**src/rtl/gle_pkg.sv**
```systemverilog
// Shared types and codes for the GIF LZW encoder.
package gle_pkg;

    localparam int CODE_BITS        = 12;
    localparam int KEY_BITS         = CODE_BITS + 8;
    localparam int DICT_ENTRIES_DEF = 4096;

    localparam logic [CODE_BITS-1:0] CLEAR_CODE = 12'd256;
    localparam logic [CODE_BITS-1:0] END_CODE   = 12'd257;
    localparam logic [CODE_BITS-1:0] FIRST_FREE = 12'd258;
    localparam logic [3:0]           START_WIDTH = 4'd9;
    localparam logic [3:0]           WIDTH_CAP   = 4'd12;
    localparam logic [3:0]           MAX_BITS_RESET = 4'd12;

    // Selector for the code handed to the bit packer
    localparam logic [1:0] PUT_CLEAR  = 2'd0;
    localparam logic [1:0] PUT_END    = 2'd1;
    localparam logic [1:0] PUT_PREFIX = 2'd2;

    typedef struct packed {
        logic [7:0] pixel_index;
        logic       end_of_image;
    } pixel_t;

    typedef struct packed {
        logic [7:0] packed_byte;
        logic       final_byte;
    } byte_t;

    // Commands from the controller to the datapath
    typedef struct packed {
        logic       take_ok;
        logic       put;
        logic [1:0] put_sel;
        logic       mark_start;
        logic       set_px;
        logic       set_pv;
        logic       probe_start;
        logic       probe_next;
        logic       take_code;
        logic       insert;
        logic       table_reset;
        logic       hold_last;
        logic       flush;
        logic       image_reset;
    } cmd_t;

    // Status from the datapath to the controller
    typedef struct packed {
        logic accepted;
        logic init_busy;
        logic started;
        logic prefix_valid;
        logic eoi;
        logic pk_ready;
        logic flush_ok;
        logic slot_live;
        logic dict_ok;
        logic key_eq;
        logic need_clear;
    } stat_t;

endpackage

```
**src/rtl/gle_ctrl.sv**
```systemverilog
// Sequencer for one pixel: clear code, dictionary probe, insert, end of image.
module gle_ctrl
    import gle_pkg::*;
(
    input  logic  clk,
    input  logic  rst_n,
    input  stat_t st,
    output cmd_t  cmd
);

    localparam logic [3:0] S_IDLE  = 4'd0;
    localparam logic [3:0] S_START = 4'd1;
    localparam logic [3:0] S_CHK   = 4'd2;
    localparam logic [3:0] S_PROBE = 4'd3;
    localparam logic [3:0] S_SLOT  = 4'd4;
    localparam logic [3:0] S_DICT  = 4'd5;
    localparam logic [3:0] S_MISS  = 4'd6;
    localparam logic [3:0] S_INS   = 4'd7;
    localparam logic [3:0] S_FULL  = 4'd8;
    localparam logic [3:0] S_CLR   = 4'd9;
    localparam logic [3:0] S_EOI   = 4'd10;
    localparam logic [3:0] S_END1  = 4'd11;
    localparam logic [3:0] S_END2  = 4'd12;
    localparam logic [3:0] S_FLUSH = 4'd13;

    logic [3:0] state_reg;
    logic [3:0] state_next;

    // Advance the state
    always_ff @(posedge clk or negedge rst_n)
    begin
        if (!rst_n)
        begin
            state_reg <= S_IDLE;
        end
        else
        begin
            state_reg <= state_next;
        end
    end

    // Decode commands and next state
    always_comb
    begin
        cmd        = '0;
        state_next = state_reg;
        unique case (state_reg)
            S_IDLE:
            begin
                cmd.take_ok = !st.init_busy;
                if (st.accepted)
                begin
                    state_next = S_START;
                end
            end
            S_START:
            begin
                if (st.started)
                begin
                    state_next = S_CHK;
                end
                else if (st.pk_ready)
                begin
                    cmd.put        = 1'b1;
                    cmd.put_sel    = PUT_CLEAR;
                    cmd.mark_start = 1'b1;
                    state_next     = S_CHK;
                end
            end
            S_CHK:
            begin
                if (!st.prefix_valid)
                begin
                    cmd.set_px = 1'b1;
                    cmd.set_pv = 1'b1;
                    state_next = S_EOI;
                end
                else
                begin
                    cmd.probe_start = 1'b1;
                    state_next      = S_PROBE;
                end
            end
            S_PROBE:
            begin
                state_next = S_SLOT;
            end
            S_SLOT:
            begin
                state_next = st.slot_live ? S_DICT : S_MISS;
            end
            S_DICT:
            begin
                if (st.dict_ok && st.key_eq)
                begin
                    cmd.take_code = 1'b1;
                    state_next    = S_EOI;
                end
                else if (st.dict_ok)
                begin
                    cmd.probe_next = 1'b1;
                    state_next     = S_PROBE;
                end
                else
                begin
                    state_next = S_MISS;
                end
            end
            S_MISS:
            begin
                if (st.pk_ready)
                begin
                    cmd.put     = 1'b1;
                    cmd.put_sel = PUT_PREFIX;
                    state_next  = S_INS;
                end
            end
            S_INS:
            begin
                cmd.insert = 1'b1;
                state_next = S_FULL;
            end
            S_FULL:
            begin
                if (st.need_clear)
                begin
                    state_next = S_CLR;
                end
                else
                begin
                    cmd.set_px = 1'b1;
                    state_next = S_EOI;
                end
            end
            S_CLR:
            begin
                if (st.pk_ready)
                begin
                    cmd.put         = 1'b1;
                    cmd.put_sel     = PUT_CLEAR;
                    cmd.table_reset = 1'b1;
                    cmd.set_px      = 1'b1;
                    state_next      = S_EOI;
                end
            end
            S_EOI:
            begin
                state_next = st.eoi ? S_END1 : S_IDLE;
            end
            S_END1:
            begin
                if (st.pk_ready)
                begin
                    cmd.put     = 1'b1;
                    cmd.put_sel = PUT_PREFIX;
                    state_next  = S_END2;
                end
            end
            S_END2:
            begin
                if (st.pk_ready)
                begin
                    cmd.put     = 1'b1;
                    cmd.put_sel = PUT_END;
                    state_next  = S_FLUSH;
                end
            end
            S_FLUSH:
            begin
                cmd.hold_last = 1'b1;
                if (st.flush_ok)
                begin
                    cmd.flush       = 1'b1;
                    cmd.image_reset = 1'b1;
                    state_next      = S_IDLE;
                end
            end
            default:
            begin
                state_next = S_IDLE;
            end
        endcase
    end

endmodule

```
**config.mk**
```make
export PLATFORM = sky130hd
export DESIGN_NAME = gle_ctrl
export DESIGN_NICKNAME = d
export VERILOG_FILES = /design/src/rtl/gle_pkg.sv /design/src/rtl/gle_ctrl.sv
export SDC_FILE = /design/constraint.sdc
export NUM_CORES = 1
export LEC_CHECK = 0
export BUFFER_PORTS_ARGS = -buffer_cell sky130_fd_sc_hd__buf_2
export CORE_UTILIZATION = 46
export DETAILED_ROUTE_END_ITERATION = 8
export PLACE_DENSITY = 0.78
export SETUP_SLACK_MARGIN = 0.4
export SYNTH_ARGS = -nofsm -noshare
export SYNTH_HDL_FRONTEND = slang
export SYNTH_SLANG_ARGS = --single-unit
export TNS_END_PERCENT = 30
```
**constraint.sdc**
```tcl
create_clock -name clk -period 1.6 [get_ports clk]
set_input_delay 0.08 -clock clk [delete_from_list [all_inputs] [get_ports clk]]
set_output_delay 0.08 -clock clk [all_outputs]
set_load 0.01 [all_outputs]
```
=== Word level (Yosys, flattened, before mapping) ===
Cells that the tools add are included.

* Bits in registers: 4
* Bits in latches: 0
* Bits in writable memories: 0
* Memory bits (read-only): 0
* Memories kept: 0

* Add/subtract/negate cells: 0
* Multipliers: 0
* Div/mod/pow operators: 0
* $lt $le $gt $ge: 0
* Equal/unequal tests: 20
* Shifts and indexed selects: 0
* Muxes and demuxes: 37
* Bitwise logic cells: 0
* Reduce and logical (&&, ||, !) cells: 5

{| class="wikitable"
|+ Operators with widths
! cell !! number
|-
| $pmux W4 S14 || 1
|-
| $mux W4 || 13
|-
| $eq A4 B4 Y1 const B || 6
|-
| $eq A4 B3 Y1 const B || 4
|-
| $mux W3 || 5
|-
| $mux W2 || 6
|-
| $ne A2 B2 Y1 const B || 6
|-
| $pmux W3 S4 || 1
|-
| $mux W1 || 10
|-
| $eq A4 B2 Y1 const B || 2
|-
| $reduce_and A7 Y1 || 1
|-
| $eq A4 B1 Y1 const B || 1
|-
| $logic_not A4 Y1 || 1
|-
| $ne A3 B3 Y1 const B || 1
|-
| $pmux W1 S3 || 1
|-
| $reduce_or A2 Y1 || 1
|-
| $logic_and A1 B1 Y1 || 1
|-
| $logic_not A1 Y1 || 1
|}

=== Logic depth before layout (Yosys ltp) ===
* Depth after elaboration: 3
* Depth in mapped cells: 6
* Gate-level depth less buffers: 4

=== Worst setup path before layout ===
Ideal clock, no wire load.

* Path type: flip-flop to output port
* Start point: register state_reg[0]
* End point: output cmd[13] in the netlist's numbering
* Arrival time: 1.372 ns
* Data required time: 1.520 ns
* Setup slack: 0.148 ns
* Stages on the path, launching flop included: 5
* Cell sequence: dfrtp_1 -> buf_6 -> nor2b_4 -> and4b_1 -> or4_1

{| class="wikitable"
|+ RTL lines
! element !! RTL line !! source
|-
| start: declaration || gle_ctrl.sv:26 || <nowiki>logic [3:0] state_reg;</nowiki>
|-
| start signal: assignment || gle_ctrl.sv:38 || <nowiki>state_reg <= state_next;</nowiki>
|-
| end: declaration || gle_ctrl.sv:8 || <nowiki>output cmd_t cmd</nowiki>
|}

=== Worst setup path after layout ===
* Start point: register state_reg[2]
* End point: register state_reg[1]

* Word-level cells in the longest chain between the ends: 3

{| class="wikitable"
|+ RTL lines
! element !! RTL line !! source
|-
| $eq A4 B1 Y1, or another cell as far along || gle_ctrl.sv:47 || <nowiki>unique case (state_reg)</nowiki>
|-
| $ne A3 B3 Y1 (no source line) or $ne A2 B2 Y1 (tied branches) || - ||
|-
| $reduce_and A7 Y1 (no source line) || - ||
|}

Parallel ways exist; a longest one is shown, timed or not.
A chain may end at the register's enable or synchronous reset.

==> flow_summary.html <==
<table>
<tr><th>Metric</th><th>Value</th></tr>
<tr><th colspan="2">Outcome</th></tr>
<tr><td>Run status</td><td>complete, but fails checks</td></tr>
<tr><td>Violations in the final reports</td><td>setup timing</td></tr>
<tr><th colspan="2">Cells and area</th></tr>
<tr><td>Register Area</td><td>105 um2</td></tr>
<tr><td>Non-Filler Cell Area, Final</td><td>0.00115 mm2</td></tr>
<tr><td>Max FFs per register</td><td>4</td></tr>
<tr><td>Net count, final</td><td>144</td></tr>
<tr><td># diodes</td><td>0</td></tr>
<tr><td>Final cell utilization of the core</td><td>88.7%</td></tr>
<tr><td>Post-synthesis to final-layout area growth</td><td>80.1%</td></tr>
<tr><td>Layout cell share with drive strength beyond 1</td><td>around two thirds</td></tr>
<tr><td>Multi-input logic area</td><td>about 550 um2</td></tr>
<tr><td>Count of fill cells added during filler insertion</td><td>66</td></tr>
<tr><th colspan="2">Die</th></tr>
<tr><td>Die W</td><td>just under 40 um</td></tr>
<tr><td>Top-level I/O count</td><td>28</td></tr>
<tr><td>Core Box Area</td><td>0.00130 mm2</td></tr>
<tr><td>Starting utilization of the core area</td><td>between 40 and 50%</td></tr>
<tr><td>Die Y-Extent</td><td>39.3 um</td></tr>
<tr><td>Area of the die</td><td>0.00155 mm2</td></tr>
<tr><td>FP Rows</td><td>13</td></tr>
<tr><th colspan="2">Placed design</th></tr>
<tr><td>Total of buffers placed on input and output ports</td><td>27</td></tr>
<tr><td>Worst slack, placed</td><td>-0.0564 ns</td></tr>
<tr><td>HPWL after DPL</td><td>approximately 1400 um</td></tr>
<tr><td>Cell area after placement</td><td>around 860 um2</td></tr>
<tr><td>Weighted congestion reported at the end of routability-driven placement</td><td>slightly above 0.8</td></tr>
<tr><th colspan="2">Critical path</th></tr>
<tr><td>Cells on worst reg2reg path</td><td>6</td></tr>
<tr><td>CP endpoint kind</td><td>flip-flop</td></tr>
<tr><td>Dominant cell type by count on the critical path</td><td>sky130_fd_sc_hd__buf_4</td></tr>
<tr><td>Largest fanout of any net on the critical path</td><td>10</td></tr>
<tr><td>Cell Chain, Critical Path</td><td>buf_4, buf_4, nor2b_1, o21ai_0, o221ai_1, mux2_4</td></tr>
<tr><td>Required arrival time at the worst endpoint</td><td>approximately 1.7 ns</td></tr>
<tr><td>Crit path max-delay cell type</td><td>sky130_fd_sc_hd__dfrtp_2</td></tr>
<tr><td>Critical Path Start Type</td><td>flip-flop</td></tr>
<tr><td>Delay of the slowest critical-path stage</td><td>0.46 ns</td></tr>
<tr><td>Data arrival time of the critical path</td><td>1.88 ns</td></tr>
<tr><td>Startpoint-to-endpoint class of the critical path</td><td>flip-flop to flip-flop</td></tr>
<tr><th colspan="2">Global routing</th></tr>
<tr><td>Layer with the highest usage after global routing</td><td>met2</td></tr>
<tr><td>GRT Resource Usage Total</td><td>30.5%</td></tr>
<tr><td>Antenna violations before repair</td><td>0</td></tr>
<tr><td>Pin count of the biggest net entering global routing</td><td>15</td></tr>
<tr><td>Overall overflow remaining after global route</td><td>0</td></tr>
<tr><td>Met2 layer usage reported by global route</td><td>52.9%</td></tr>
<tr><td>Global-route met3 utilization</td><td>3.98%</td></tr>
<tr><td>Global-route wire length before repair</td><td>3160 um</td></tr>
<tr><td>Vias in the first global route</td><td>about 760</td></tr>
<tr><td>GR met1 Demand/Resource</td><td>33.7%</td></tr>
<tr><th colspan="2">Route</th></tr>
<tr><td>1st-iter DRT viols</td><td>37</td></tr>
<tr><td>Count of antenna-violating nets left after detailed routing</td><td>0</td></tr>
<tr><td>Detailed-route vias per instance</td><td>5.99</td></tr>
<tr><td>Wire length after detailed routing</td><td>2630 um</td></tr>
<tr><td>DR vias</td><td>863</td></tr>
<tr><td>Number of search-and-repair iterations in the first detailed-routing pass</td><td>4</td></tr>
<tr><td>Final routed DRC violation total</td><td>0</td></tr>
<tr><td>Routed WL per cell</td><td>18.3 um</td></tr>
<tr><th colspan="2">Pwr</th></tr>
<tr><td>Relative contribution of the clock network to total power</td><td>5.0%</td></tr>
<tr><td>Net switching share of the total power</td><td>43.5%</td></tr>
<tr><td>Leakage Power</td><td>0.583 nW</td></tr>
<tr><td>Reported net switching power</td><td>~1.1 mW</td></tr>
<tr><td>Power per unit of standard cell area</td><td>2140 mW/mm2</td></tr>
<tr><td>Worst supply voltage drop on vdd</td><td>1.43 mV</td></tr>
<tr><td>Internal power</td><td>1.39 mW</td></tr>
<tr><td>Share of total power in combinational logic</td><td>83.3%</td></tr>
<tr><td>Power, Total</td><td>2.47 mW</td></tr>
<tr><td>Sequential cell fraction of total power</td><td>11.7%</td></tr>
<tr><th colspan="2">Yosys</th></tr>
<tr><td>Post-synthesis adder-cell area fraction</td><td>0%</td></tr>
<tr><td>Largest area contributor in the synthesized netlist</td><td>sky130_fd_sc_hd__dfrtp_1</td></tr>
<tr><td>Dominant combinational cell family by area after synthesis</td><td>simple AND/OR/NAND/NOR gates</td></tr>
<tr><td>Post-synthesis compound-gate area fraction</td><td>26.0%</td></tr>
<tr><td>Largest cells by area after synthesis</td><td>sky130_fd_sc_hd__dfrtp_1, sky130_fd_sc_hd__nor2b_1, sky130_fd_sc_hd__buf_6</td></tr>
<tr><td>Register area share after synthesis</td><td>approximately 16%</td></tr>
<tr><td>Multiplexer area fraction after synthesis</td><td>5.08%</td></tr>
<tr><td>Average size of a mapped cell</td><td>about 8.3 um2</td></tr>
<tr><td>Yosys top cell area share</td><td>15.6%</td></tr>
<tr><td>Post-Syn Nets</td><td>90</td></tr>
<tr><td>Synthesized-area fraction occupied by xor and xnor cells</td><td>2.54%</td></tr>
<tr><td>Post-synth design cell area</td><td>641 um2</td></tr>
<tr><td>Post-synthesis cell count</td><td>77</td></tr>
<tr><td>Number of synthesized register bits</td><td>4</td></tr>
<tr><td>Unique cell type count in the Yosys netlist</td><td>42</td></tr>
<tr><td>Count of warnings emitted by yosys</td><td>0</td></tr>
<tr><td>Area share of and/or/nand/nor cells after synthesis</td><td>36.9%</td></tr>
<tr><th colspan="2">Timing</th></tr>
<tr><td>Worst hold margin</td><td>about 0.19 ns</td></tr>
<tr><td>Fin Clk Skew</td><td>0.0000920 ns</td></tr>
<tr><td>Setup-violating endpoint count in the final report</td><td>7</td></tr>
<tr><td>Fin crit period</td><td>between 1.5 and 2 ns</td></tr>
<tr><td>Peak Freq</td><td>~570 MHz</td></tr>
<tr><td>RSZ-0062 raised after global routing</td><td>yes</td></tr>
<tr><td>Number of failing hold endpoints at the final stage</td><td>0</td></tr>
<tr><td>Post-route clock period utilization</td><td>110%</td></tr>
<tr><td>Pin slew with the least headroom to its limit</td><td>0.311 ns</td></tr>
<tr><td>Count of final max-slew check failures</td><td>0</td></tr>
<tr><td>Post-route worst setup slack</td><td>-0.165 ns</td></tr>
<tr><td>Max transition margin</td><td>79.2%</td></tr>
<tr><th colspan="2">Flow run</th></tr>
<tr><td>Max-capacitance violation count</td><td>0</td></tr>
<tr><th colspan="2">Clocking</th></tr>
<tr><td>Clk sinks</td><td>4</td></tr>
<tr><td>Library cell used as clock root buffer</td><td>sky130_fd_sc_hd__clkbuf_4</td></tr>
<tr><td>Clock tree from TritonCTS</td><td>done</td></tr>
<tr><td>Clock transition time at the flip-flop clock pins of the worst setup and hold paths</td><td>0.04 ns</td></tr>
<tr><td>Later-pin clock latency in the skew report</td><td>between 0.2 and 0.25 ns</td></tr>
<tr><td>Maximum clock path buffer count</td><td>2</td></tr>
<tr><td>Number of buffers created by CTS</td><td>3</td></tr>
<tr><td>Maximum level of the CTS H-tree</td><td>1</td></tr>
<tr><th colspan="2">Min path</th></tr>
<tr><td>Min-Delay Path Class</td><td>input port to asynchronous set/reset pin</td></tr>
</table>
## path summary, 6_finish.rpt
kind	from	endpoint	slack (ns)
min in group clk	st[2]	state_reg[0]$_DFFE_PN0P_	0.35
hold / removal	rst_n	state_reg[0]$_DFFE_PN0P_	0.19
max in group asynchronous	rst_n	state_reg[3]$_DFFE_PN0P_	1.27
setup reg to reg	state_reg[2]$_DFFE_PN0P_	state_reg[1]$_DFFE_PN0P_	-0.17
hold reg to reg	state_reg[0]$_DFFE_PN0P_	state_reg[0]$_DFFE_PN0P_	0.80
setup / recovery	state_reg[2]$_DFFE_PN0P_	state_reg[1]$_DFFE_PN0P_	-0.17
## critical path, delay by kind of cell (launching register included)
family                 cells  cell delay (ns)
AOI/OAI and AO/OA          2             0.42
buffers and inverters      2             0.33
DFF                        1             0.46
muxes                      1             0.30
and+or+nand+nor            1             0.13
## layout by cell type (no fill, tap or decap), drive strengths merged, types with 2 or more instances in the layout
| cell type | n |
|---|---|
| nor2b | 7 |
| inv | 4 |
| and4b | 3 |
| nand4b | 2 |
| dfrtp | 4 |
| nand2 | 3 |
| o221ai | 2 |
| a22oi | 3 |
| and4 | 2 |
| a221oi | 2 |
| o21ai | 3 |
| buf | 57 |
| nor2 | 6 |
| clkbuf | 3 |
| mux2 | 2 |
| and3 | 4 |
| a21oi | 4 |
## power groups by stage
stage / Sequential [mW] / Combinational, mW / Clock (mW)
2_1_floorplan: 0.188 / 0.996 / 0
3_3_place_gp: 0.291 / 1.24 / 0
3_5_place_dp: 0.295 / 1.28 / 0
4_1_cts: 0.278 / 1.61 / 0.128
5_1_grt: 0.289 / 2.17 / 0.136
6_report: 0.288 / 2.06 / 0.124
## Yosys cell counts (all sizes together)
cell / number
a21o: 1
a21oi: 4
a221oi: 2
a22oi: 3
a2bb2oi: 1
and2: 1
and2b: 1
and3: 4
and4: 2
and4b: 3
buf: 9
dfrtp: 4
inv: 4
mux2: 2
mux2i: 1
nand2: 3
nand3b: 1
nand4b: 2
nor2: 6
nor2b: 7
nor3: 1
nor4: 1
nor4b: 1
o211a: 1
o21ai: 3
o21bai: 1
o221ai: 2
o22a: 1
o22ai: 1
o31ai: 1
or2: 1
or4: 1
xor2: 1
## layer usage
metal | up-vias | routed length, um
met5 | - | 0
met2 | 36 | 1380
met1 | 429 | 1080
met3 | 8 | 85
li1 | 390 | -
met4 | 0 | 77
## kinds of logic after synthesis
logic type | count (synthesis)
multiplexers | 3
buffers and inverters | 13
XOR/XNOR | 1
AND/OR/NAND/NOR | 35
AO/OA/AOI/OAI | 21
flip-flops | 4
## cell type report
class	count	share of cell area [%]
Multi-Input combinational cell	60	47.7
Clock buffer	3	1.95
Sequential cell	4	9.11
Tap cell	15	1.63
Timing Repair Buffer	58	38.3
Inverter	4	1.30
## through the flow
stage	setup TNS [ns]	std cells
global route	-1.02	144
finish	-0.566	144
detailed placement	-0.139	127
global placement	0	127
floorplan	0	77
CTS	-0.159	137
## repair_timing
| action | 4_1_cts | 5_1_grt |
|---|---|---|
| hold endpoints to repair | 4 | 0 |
| hold buffers | 1 | 0 |
| pin swaps | 8 | 10 |
| buffers inserted | 6 | 7 |
| endpoints found under the setup margin | 19 | 19 |
| resized for setup | 19 | 19 |
(Power assumes the default switching activity.)
